## src/hw/rtl/i2cm_pkg.sv

```systemverilog
package i2cm_pkg;

  // Payload store depth, the field widths that follow from it, and the state width.
  localparam int PAYLOAD_DEPTH = 16;
  localparam int IDX_W = 4;
  localparam int LEN_W = 5;
  localparam int STATE_W = 5;

  // Bit counter value at the start of every byte.
  localparam logic [3:0] BIT_COUNT_INIT = 4'd8;
  // Mask that clears the R/W bit of an address byte.
  localparam logic [7:0] RW_CLEAR_MASK = 8'hFE;

  // Item commands.
  typedef enum logic [1:0] {
    CMD_TICK   = 2'd0,
    CMD_LOAD   = 2'd1,
    CMD_SUBMIT = 2'd2
  } cmd_t;

  // Bus states: idle, then one pair of half periods per bus phase.
  typedef enum logic [STATE_W-1:0] {
    S_IDLE    = 5'd0,
    S_START_L = 5'd1,
    S_START_H = 5'd2,
    S_ADDR_L  = 5'd3,
    S_ADDR_H  = 5'd4,
    S_AACK_L  = 5'd5,
    S_AACK_H  = 5'd6,
    S_RD_L    = 5'd7,
    S_RD_H    = 5'd8,
    S_WR_L    = 5'd9,
    S_WR_H    = 5'd10,
    S_MACK_L  = 5'd11,
    S_MACK_H  = 5'd12,
    S_SACK_L  = 5'd13,
    S_SACK_H  = 5'd14,
    S_MNACK_L = 5'd15,
    S_MNACK_H = 5'd16,
    S_STOP_L  = 5'd17,
    S_STOP_H  = 5'd18
  } bus_state_t;

  typedef struct packed {
    logic [1:0]       cmd;
    logic             sda_in;
    logic [7:0]       address_byte;
    logic [LEN_W-1:0] transfer_length;
    logic [IDX_W-1:0] payload_index;
    logic [7:0]       payload_byte;
  } in_item_t;

  typedef struct packed {
    logic               scl_out;
    logic               sda_out;
    logic               busy_res;
    logic               done_res;
    logic               rejected;
    logic [LEN_W-1:0]   bytes_done;
    logic               read_valid;
    logic [7:0]         read_byte;
    logic [IDX_W-1:0]   read_index;
    logic [STATE_W-1:0] phase;
  } out_item_t;

endpackage

```

## src/hw/rtl/i2c_master_bit_engine.sv

```systemverilog
// An item's result passes from the input register through the bus engine into the result
// register. Throughput: one item per cycle unless a low out_ready stalls the result register;
// the engine's single state update per item sets this.
// Reset (synchronous, rst_n low): both registers empty, lines released high, engine idle
// with bit counter 8; the payload store is not cleared and holds garbage until loaded.
module i2c_master_bit_engine (
  input  logic                clk,
  input  logic                rst_n,
  input  logic                in_valid,
  output logic                in_ready,
  input  i2cm_pkg::in_item_t  in_item,
  output logic                out_valid,
  input  logic                out_ready,
  output i2cm_pkg::out_item_t out_item
);
  import i2cm_pkg::*;

  in_item_t  in_item_r;
  logic      in_valid_r;
  out_item_t out_item_r;
  logic      out_valid_r;
  out_item_t result;
  logic      advance;

  // An item moves into the engine whenever the result register can take its result.
  assign advance  = in_valid_r && (!out_valid_r || out_ready);
  assign in_ready = !in_valid_r || advance;

  i2cm_core u_core (
    .clk    (clk),
    .rst_n  (rst_n),
    .step   (advance),
    .item   (in_item_r),
    .result (result)
  );

  // Input register.
  always_ff @(posedge clk) begin
    if (!rst_n) begin
      in_valid_r <= 1'b0;
    end else if (in_ready) begin
      in_valid_r <= in_valid;
    end
  end

  always_ff @(posedge clk) begin
    if (in_ready && in_valid) begin
      in_item_r <= in_item;
    end
  end

  // Result register.
  always_ff @(posedge clk) begin
    if (!rst_n) begin
      out_valid_r <= 1'b0;
    end else if (advance) begin
      out_valid_r <= 1'b1;
    end else if (out_ready) begin
      out_valid_r <= 1'b0;
    end
  end

  always_ff @(posedge clk) begin
    if (advance) begin
      out_item_r <= result;
    end
  end

  assign out_valid = out_valid_r;
  assign out_item  = out_item_r;

endmodule

```

## src/hw/rtl/i2cm_core.sv

```systemverilog
module i2cm_core (
  input  logic               clk,
  input  logic               rst_n,
  input  logic               step,
  input  i2cm_pkg::in_item_t item,
  output i2cm_pkg::out_item_t result
);
  import i2cm_pkg::*;

  // Engine state.
  bus_state_t       state_r, state_nxt;
  logic [3:0]       bit_cnt_r, bit_cnt_nxt;
  logic [7:0]       shift_r, shift_nxt;
  logic [LEN_W-1:0] byte_cnt_r, byte_cnt_nxt;
  logic [7:0]       held_addr_r, held_addr_nxt;
  logic [LEN_W-1:0] held_len_r, held_len_nxt;
  logic [1:0]       pending_r, pending_nxt;
  logic             dummy_r, dummy_nxt;
  logic             scl_r, scl_nxt;
  logic             sda_r, sda_nxt;
  logic             busy_r, busy_nxt;

  // Payload store, written by loads and by received bytes.
  logic [7:0]       store_mem [PAYLOAD_DEPTH];
  logic             store_we;
  logic [IDX_W-1:0] store_wa;
  logic [7:0]       store_wd;
  logic [LEN_W-1:0] store_ra;
  logic [7:0]       store_rd;

  // Derived values of the current phase.
  logic [7:0]       cur_addr;
  logic [LEN_W-1:0] cur_len;
  logic [LEN_W-1:0] byte_cnt_inc;
  logic [1:0]       pending_dec;
  logic [LEN_W-1:0] len_clamped;
  logic [7:0]       rd_shift;
  logic             done;
  logic             rej;
  logic             rvalid;

  assign cur_addr     = dummy_r ? (held_addr_r & RW_CLEAR_MASK) : held_addr_r;
  assign cur_len      = dummy_r ? LEN_W'(1) : held_len_r;
  assign byte_cnt_inc = byte_cnt_r + LEN_W'(1);
  assign pending_dec  = (pending_r != 2'd0) ? (pending_r - 2'd1) : 2'd0;
  assign rd_shift     = {shift_r[6:0], item.sda_in};

  // Single read port: the slave ACK state looks one byte ahead.
  assign store_ra = (state_r == S_SACK_H) ? byte_cnt_inc : byte_cnt_r;
  assign store_rd = (store_ra < LEN_W'(PAYLOAD_DEPTH)) ? store_mem[store_ra[IDX_W-1:0]]
                                                       : 8'd0;

  // Submitted length is forced into the range of the store.
  always_comb begin
    if (item.transfer_length == '0) begin
      len_clamped = LEN_W'(1);
    end else if (item.transfer_length > LEN_W'(PAYLOAD_DEPTH)) begin
      len_clamped = LEN_W'(PAYLOAD_DEPTH);
    end else begin
      len_clamped = item.transfer_length;
    end
  end

  // Next state for one item.
  always_comb begin
    state_nxt     = state_r;
    bit_cnt_nxt   = bit_cnt_r;
    shift_nxt     = shift_r;
    byte_cnt_nxt  = byte_cnt_r;
    held_addr_nxt = held_addr_r;
    held_len_nxt  = held_len_r;
    pending_nxt   = pending_r;
    dummy_nxt     = dummy_r;
    scl_nxt       = scl_r;
    sda_nxt       = sda_r;
    busy_nxt      = busy_r;
    done          = 1'b0;
    rej           = 1'b0;
    rvalid        = 1'b0;
    store_we      = 1'b0;
    store_wa      = item.payload_index;
    store_wd      = item.payload_byte;

    case (item.cmd)
      CMD_LOAD: begin
        store_we = 1'b1;
      end
      CMD_SUBMIT: begin
        if (busy_r) begin
          rej = 1'b1;
        end else begin
          held_addr_nxt = item.address_byte;
          held_len_nxt  = len_clamped;
          dummy_nxt     = item.address_byte[0];
          pending_nxt   = item.address_byte[0] ? 2'd2 : 2'd1;
          bit_cnt_nxt   = BIT_COUNT_INIT;
          byte_cnt_nxt  = '0;
          shift_nxt     = item.address_byte[0] ? (item.address_byte & RW_CLEAR_MASK)
                                               : item.address_byte;
          state_nxt     = S_START_L;
          scl_nxt       = 1'b1;
          sda_nxt       = 1'b1;
          busy_nxt      = 1'b1;
        end
      end
      CMD_TICK: begin
        if (busy_r) begin
          scl_nxt = ~scl_r;
          case (state_r)
            S_IDLE: begin
              sda_nxt  = 1'b1;
              scl_nxt  = 1'b1;
              busy_nxt = 1'b0;
              done     = 1'b1;
            end
            S_START_L: begin
              sda_nxt   = 1'b1;
              state_nxt = S_START_H;
            end
            S_START_H: begin
              sda_nxt   = 1'b0;
              shift_nxt = cur_addr;
              state_nxt = S_ADDR_L;
            end
            S_ADDR_L, S_WR_L: begin
              sda_nxt     = shift_r[7];
              bit_cnt_nxt = bit_cnt_r - 4'd1;
              state_nxt   = (state_r == S_ADDR_L) ? S_ADDR_H : S_WR_H;
            end
            S_ADDR_H, S_WR_H: begin
              if (bit_cnt_r == 4'd0) begin
                bit_cnt_nxt = BIT_COUNT_INIT;
                state_nxt   = (state_r == S_ADDR_H) ? S_AACK_L : S_SACK_L;
              end else begin
                shift_nxt = {shift_r[6:0], 1'b0};
                state_nxt = (state_r == S_ADDR_H) ? S_ADDR_L : S_WR_L;
              end
            end
            S_AACK_L, S_SACK_L: begin
              sda_nxt   = 1'b1;
              state_nxt = (state_r == S_AACK_L) ? S_AACK_H : S_SACK_H;
            end
            S_AACK_H: begin
              if (!item.sda_in) begin
                state_nxt = cur_addr[0] ? S_RD_L : S_WR_L;
                shift_nxt = store_rd;
              end else begin
                pending_nxt = 2'd0;
                state_nxt   = S_STOP_L;
              end
            end
            S_RD_L: begin
              sda_nxt     = 1'b1;
              bit_cnt_nxt = bit_cnt_r - 4'd1;
              state_nxt   = S_RD_H;
            end
            S_RD_H: begin
              shift_nxt = rd_shift;
              if (bit_cnt_r == 4'd0) begin
                bit_cnt_nxt = BIT_COUNT_INIT;
                // Received byte goes back into the store at its slot.
                if (byte_cnt_r < LEN_W'(PAYLOAD_DEPTH)) begin
                  store_we = 1'b1;
                end
                store_wa     = byte_cnt_r[IDX_W-1:0];
                store_wd     = rd_shift;
                rvalid       = 1'b1;
                byte_cnt_nxt = byte_cnt_inc;
                state_nxt    = (byte_cnt_inc == cur_len) ? S_MNACK_L : S_MACK_L;
              end else begin
                state_nxt = S_RD_L;
              end
            end
            S_MACK_L: begin
              sda_nxt   = 1'b0;
              state_nxt = S_MACK_H;
            end
            S_MACK_H: begin
              state_nxt = S_RD_L;
            end
            S_SACK_H: begin
              if (!item.sda_in) begin
                byte_cnt_nxt = byte_cnt_inc;
                if (byte_cnt_inc >= cur_len) begin
                  // Phase done: either the read phase follows or a stop.
                  pending_nxt = pending_dec;
                  if (pending_dec != 2'd0) begin
                    dummy_nxt    = 1'b0;
                    byte_cnt_nxt = '0;
                    shift_nxt    = held_addr_r;
                    state_nxt    = S_START_L;
                  end else begin
                    state_nxt = S_STOP_L;
                  end
                end else begin
                  shift_nxt = store_rd;
                  state_nxt = S_WR_L;
                end
              end else begin
                pending_nxt = 2'd0;
                state_nxt   = S_STOP_L;
              end
            end
            S_MNACK_L: begin
              sda_nxt   = 1'b1;
              state_nxt = S_MNACK_H;
            end
            S_MNACK_H: begin
              pending_nxt = pending_dec;
              if (pending_dec != 2'd0) begin
                dummy_nxt    = 1'b0;
                byte_cnt_nxt = '0;
                shift_nxt    = held_addr_r;
                state_nxt    = S_START_L;
              end else begin
                state_nxt = S_STOP_L;
              end
            end
            S_STOP_L: begin
              sda_nxt   = 1'b0;
              state_nxt = S_STOP_H;
            end
            S_STOP_H: begin
              sda_nxt   = 1'b1;
              state_nxt = S_IDLE;
            end
            default: begin
              state_nxt = S_IDLE;
            end
          endcase
        end
      end
      default: begin
      end
    endcase
  end

  // Result of this item, taken from the updated state.
  always_comb begin
    result.scl_out    = scl_nxt;
    result.sda_out    = sda_nxt;
    result.busy_res   = busy_nxt;
    result.done_res   = done;
    result.rejected   = rej;
    result.bytes_done = byte_cnt_nxt;
    result.read_valid = rvalid;
    result.read_byte  = rvalid ? rd_shift : 8'd0;
    result.read_index = rvalid ? byte_cnt_r[IDX_W-1:0] : '0;
    result.phase      = state_nxt;
  end

  // State registers.
  always_ff @(posedge clk) begin
    if (!rst_n) begin
      state_r     <= S_IDLE;
      bit_cnt_r   <= BIT_COUNT_INIT;
      shift_r     <= 8'd0;
      byte_cnt_r  <= '0;
      held_addr_r <= 8'd0;
      held_len_r  <= '0;
      pending_r   <= 2'd0;
      dummy_r     <= 1'b0;
      scl_r       <= 1'b1;
      sda_r       <= 1'b1;
      busy_r      <= 1'b0;
    end else if (step) begin
      state_r     <= state_nxt;
      bit_cnt_r   <= bit_cnt_nxt;
      shift_r     <= shift_nxt;
      byte_cnt_r  <= byte_cnt_nxt;
      held_addr_r <= held_addr_nxt;
      held_len_r  <= held_len_nxt;
      pending_r   <= pending_nxt;
      dummy_r     <= dummy_nxt;
      scl_r       <= scl_nxt;
      sda_r       <= sda_nxt;
      busy_r      <= busy_nxt;
    end
  end

  // Store write port.
  always_ff @(posedge clk) begin
    if (step && store_we) begin
      store_mem[store_wa] <= store_wd;
    end
  end

endmodule
```

## config.mk

```make
export PLATFORM = sky130hd
export DESIGN_NAME = i2c_master_bit_engine
export DESIGN_NICKNAME = d
export VERILOG_FILES = /design/src/hw/rtl/i2cm_pkg.sv /design/src/hw/rtl/i2c_master_bit_engine.sv /design/src/hw/rtl/i2cm_core.sv
export SDC_FILE = /design/constraint.sdc
export NUM_CORES = 1
export LEC_CHECK = 0
export BUFFER_PORTS_ARGS = -buffer_cell sky130_fd_sc_hd__buf_2
export CAP_MARGIN = 10
export CORE_MARGIN = 4
export CORE_UTILIZATION = 55
export DETAILED_ROUTE_END_ITERATION = 8
export PLACE_DENSITY = 0.71
export SYNTH_ARGS = -nofsm -noshare
export SYNTH_HDL_FRONTEND = slang
export SYNTH_SLANG_ARGS = --single-unit
export TNS_END_PERCENT = 1
```

## constraint.sdc

```tcl
create_clock -name clk -period 3.8 [get_ports clk]
set_clock_uncertainty 0.15 [all_clocks]
set_input_delay 0.76 -clock clk [delete_from_list [all_inputs] [get_ports clk]]
set_output_delay 0.76 -clock clk [all_outputs]
set_load 0.01 [all_outputs]
```

==> impl_metrics.tcl <==
set metrics [dict create \
    post-cts-setup-buffers 0 \
    antenna_found_initial 0 \
    synthDistinctLibCells 81 \
    drt_iter0_drc 784 \
    stdcell_count 1277 \
    wl_per_cell_um 22.8 \
    num_antenna_cells 0 \
    mostFrequentLayoutCell "edfxtp_1" \
    rsz0062_at_grt "no" \
    die_w_um 153 \
    setup_viol 0 \
    initial_core_util_pct 56.5 \
    finalCriticalPeriod_ns 3.37 \
    dp_hpwl_um 19300 \
    power.share.clock_pct 45.5 \
    clk_latency_ns 0.54 \
    syn_to_final_growth_pct 13.2 \
    die_y_um 153 \
    crit_fanout 23 \
    dp_slack_ns 0.494 \
    total_power_mw 5.46 \
    antenna_left 0 \
    pwr_density_cell_nw_per_um2 416 \
    postSynthCellCount 921 \
    synth_top_cell_area_share_pct 47.7 \
    setup-tns-final_ns 0 \
    grt.overflow.total 0 \
    worst_slack_ns 0.427 \
    netSwitchingFraction_pct 21.4 \
    startpoint_type "flip-flop" \
    io_pins 62 \
    arrival_ns 3.52 \
    synth_top_area_cell "edfxtp_1" \
    ys.flop_type "edfxtp_1" \
    finalMaxSlewViolations 0 \
    fin_crit_sh_pct 88.8 \
    grt_usage_pct 24.4 \
    p_leak_nw 4.21 \
    grt_pass1_wl_um 45800 \
    root_buffer "clkbuf_16" \
    port_buffers 61 \
    drive_gt1_share_pct 19.0 \
    yosysWarnings 0 \
    switchingPower_mw 1.17 \
    gp_congestion 0.960 \
    status "completed" \
    nFillCells 1570 \
    synthTopCellsByArea "edfxtp_1, mux2i_1, dfxtp_1" \
    ys_seq_area_share_pct 55.1 \
    r2r-end "u_core.store_mem[10][5]$_DFFE_PP_" \
    wl_met3_um 1800 \
    fin_hold_ws_ns 0.242 \
    nNetsFinal 1027 \
    clk_pin_slew_ns 0.06 \
    cts_sinks 227 \
    cp.required_ns 3.94 \
    critical_path_class "flip-flop to flip-flop" \
    synth_fp_nets 960 \
    max_freq_ghz 0.296 \
    holdPathEnd "in_item_r[3]$_DFFE_PP_" \
    power.share.sequential_pct 50.6 \
    syn_area_per_cell_sq_um 12.6 \
    core_area_sq_um 20500 \
    hold_viol 0 \
    end_kind "flip-flop" \
    internal_power_mw 4.29 \
    rr_worst_depth 11 \
    worstHoldStart "in_item[3]" \
    wl_met2_um 14400 \
    hold_path_depth 1 \
    routed_wl_um 29200 \
    first_pass_iters 6 \
    drc 0 \
    wl_met1_um 11800 \
    cts_buffers 25 \
    dr_total_vias 8096 \
    dieArea_sq_um 23500 \
    ctsLongestPathBuffers 3 \
    critPathLaunch "u_core.bit_cnt_r[0]$_SDFFE_PN0P_" \
    synth_edf_count 184 \
    synth-seq-cells 227 \
    final_cell_mix "edfxtp_1, mux2i_1, nor2_1" \
    slew_headroom_pct 30.3 \
    rrSetupSlack_ns 0.43 \
    dp.cells 1231 \
    htreeDepth 1 \
    grt_max_degree 59 \
    combPwrFrac_pct 3.9 \
    hold_buffers 0 \
    grt_pass1_vias 7946 \
    avgViaCountPerCell 6.34 \
    worst_slew_pin_slew_ns 1.05 \
    synth_area_sq_um 11600 \
    async_reset_ff_share_pct 0 \
    routed.top_layer "met4" \
    rows 52 \
    vdd_drop_max_mv 0.476 \
    hold_path.class "input pin to flip-flop" \
    cts_tree "done" \
    r2r-start "u_core.bit_cnt_r[0]$_SDFFE_PN0P_" \
    ctsResizeCount 0 \
    cap_viol_max_count 0 \
]
## area by class of cell
cell class                 count  area (sq um)  share of cell area [%]
clock inverter                15           188                    1.43
sequential                   227          6390                    48.7
tap                          270           338                    2.58
timing repair buffer         101           618                    4.71
multi-input combinational    610          4840                    36.9
clock buffer                  31           648                    4.94
inverter                      23          86.3                   0.658
## critical path, stage by stage, from the launching register on
cell     delay, ns
dfxtp_1       0.32
inv_1         0.09
ha_1          0.16
or3b_1        0.49
nor4_4        0.31
nand3_1       0.13
buf_4         0.25
inv_1         0.39
nor3b_1       0.10
o21ai_0       0.44
nor2_1        0.09
buf_4         0.20
## how the worst max path moves through the flow
stage	slack, ns	endpoint	cells past startpoint
detailed placement	0.49	u_core.store_mem[2][1]$_DFFE_PP_	11
global route	0.18	u_core.store_mem[4][2]$_DFFE_PP_	11
finish	0.43	u_core.store_mem[10][5]$_DFFE_PP_	11
floorplan	0.60	u_core.shift_r[1]$_SDFFE_PN0P_	11
global placement	0.57	u_core.store_mem[12][5]$_DFFE_PP_	11
CTS	0.48	u_core.store_mem[10][5]$_DFFE_PP_	11
## through the flow
| step | cell area [sq um] | utilization, % |
|---|---|---|
| CTS | 13100 | 64.0 |
| global route | 13100 | 64.0 |
| floorplan | 11600 | - |
| detailed placement | 12300 | 59.9 |
| global placement | 12300 | 59.9 |
| finish | 13100 | 64.0 |
## metal layers
layer,vias up,track usage [%]
li1,3698,-
met1,4008,33.2
met2,317,40.6
met3,73,3.39
met4,0,8.70
met5,-,0
## kinds of logic after synthesis
kind of cell    synth area share [%]
flops                           55.1
buf+inv                         3.18
simple gates                    9.96
mux                             18.6
compound gates                  11.4
xor+xnor                       0.724
fa+ha+maj                      0.939
## power groups by stage
stage          Sequential (mW)  Combinational [mW]  Clock (mW)
6_report                  2.76               0.213        2.48
5_1_grt                   2.77               0.235        2.62
4_1_cts                   2.76               0.213        2.51
3_5_place_dp              2.82               0.212           0
3_3_place_gp              2.81               0.208           0
2_1_floorplan             2.81               0.123           0
## flip-flops by register name, summed over array words and instances, names as in the netlist, 2 cells and up
register	flops
u_core.store_mem	128
in_item_r	28
out_item	28
u_core.held_addr_r	8
u_core.shift_r	8
u_core.byte_cnt_r	5
u_core.held_len_r	5
u_core.state_r	5
u_core.bit_cnt_r	4
u_core.pending_r	2
## cells in the mapped netlist (6+ instances only)
cell type / count
nand2b_1: 8
o21ai_0: 36
xnor2_1: 6
a31oi_1: 7
ha_1: 7
o22ai_1: 17
nor2b_1: 9
o211a_1: 8
edfxtp_1: 184
nor3_1: 15
a22oi_1: 8
and2_1: 12
o31ai_1: 6
nor3b_1: 9
dfxtp_1: 43
a211oi_1: 9
clkbuf_1: 28
a21o_1: 13
mux4_2: 34
nor2_1: 70
nand2_1: 50
mux2i_1: 137
buf_2: 24
a21oi_1: 41
nand3_1: 19
inv_1: 21
or3_1: 7
(Power assumes the default switching activity.)
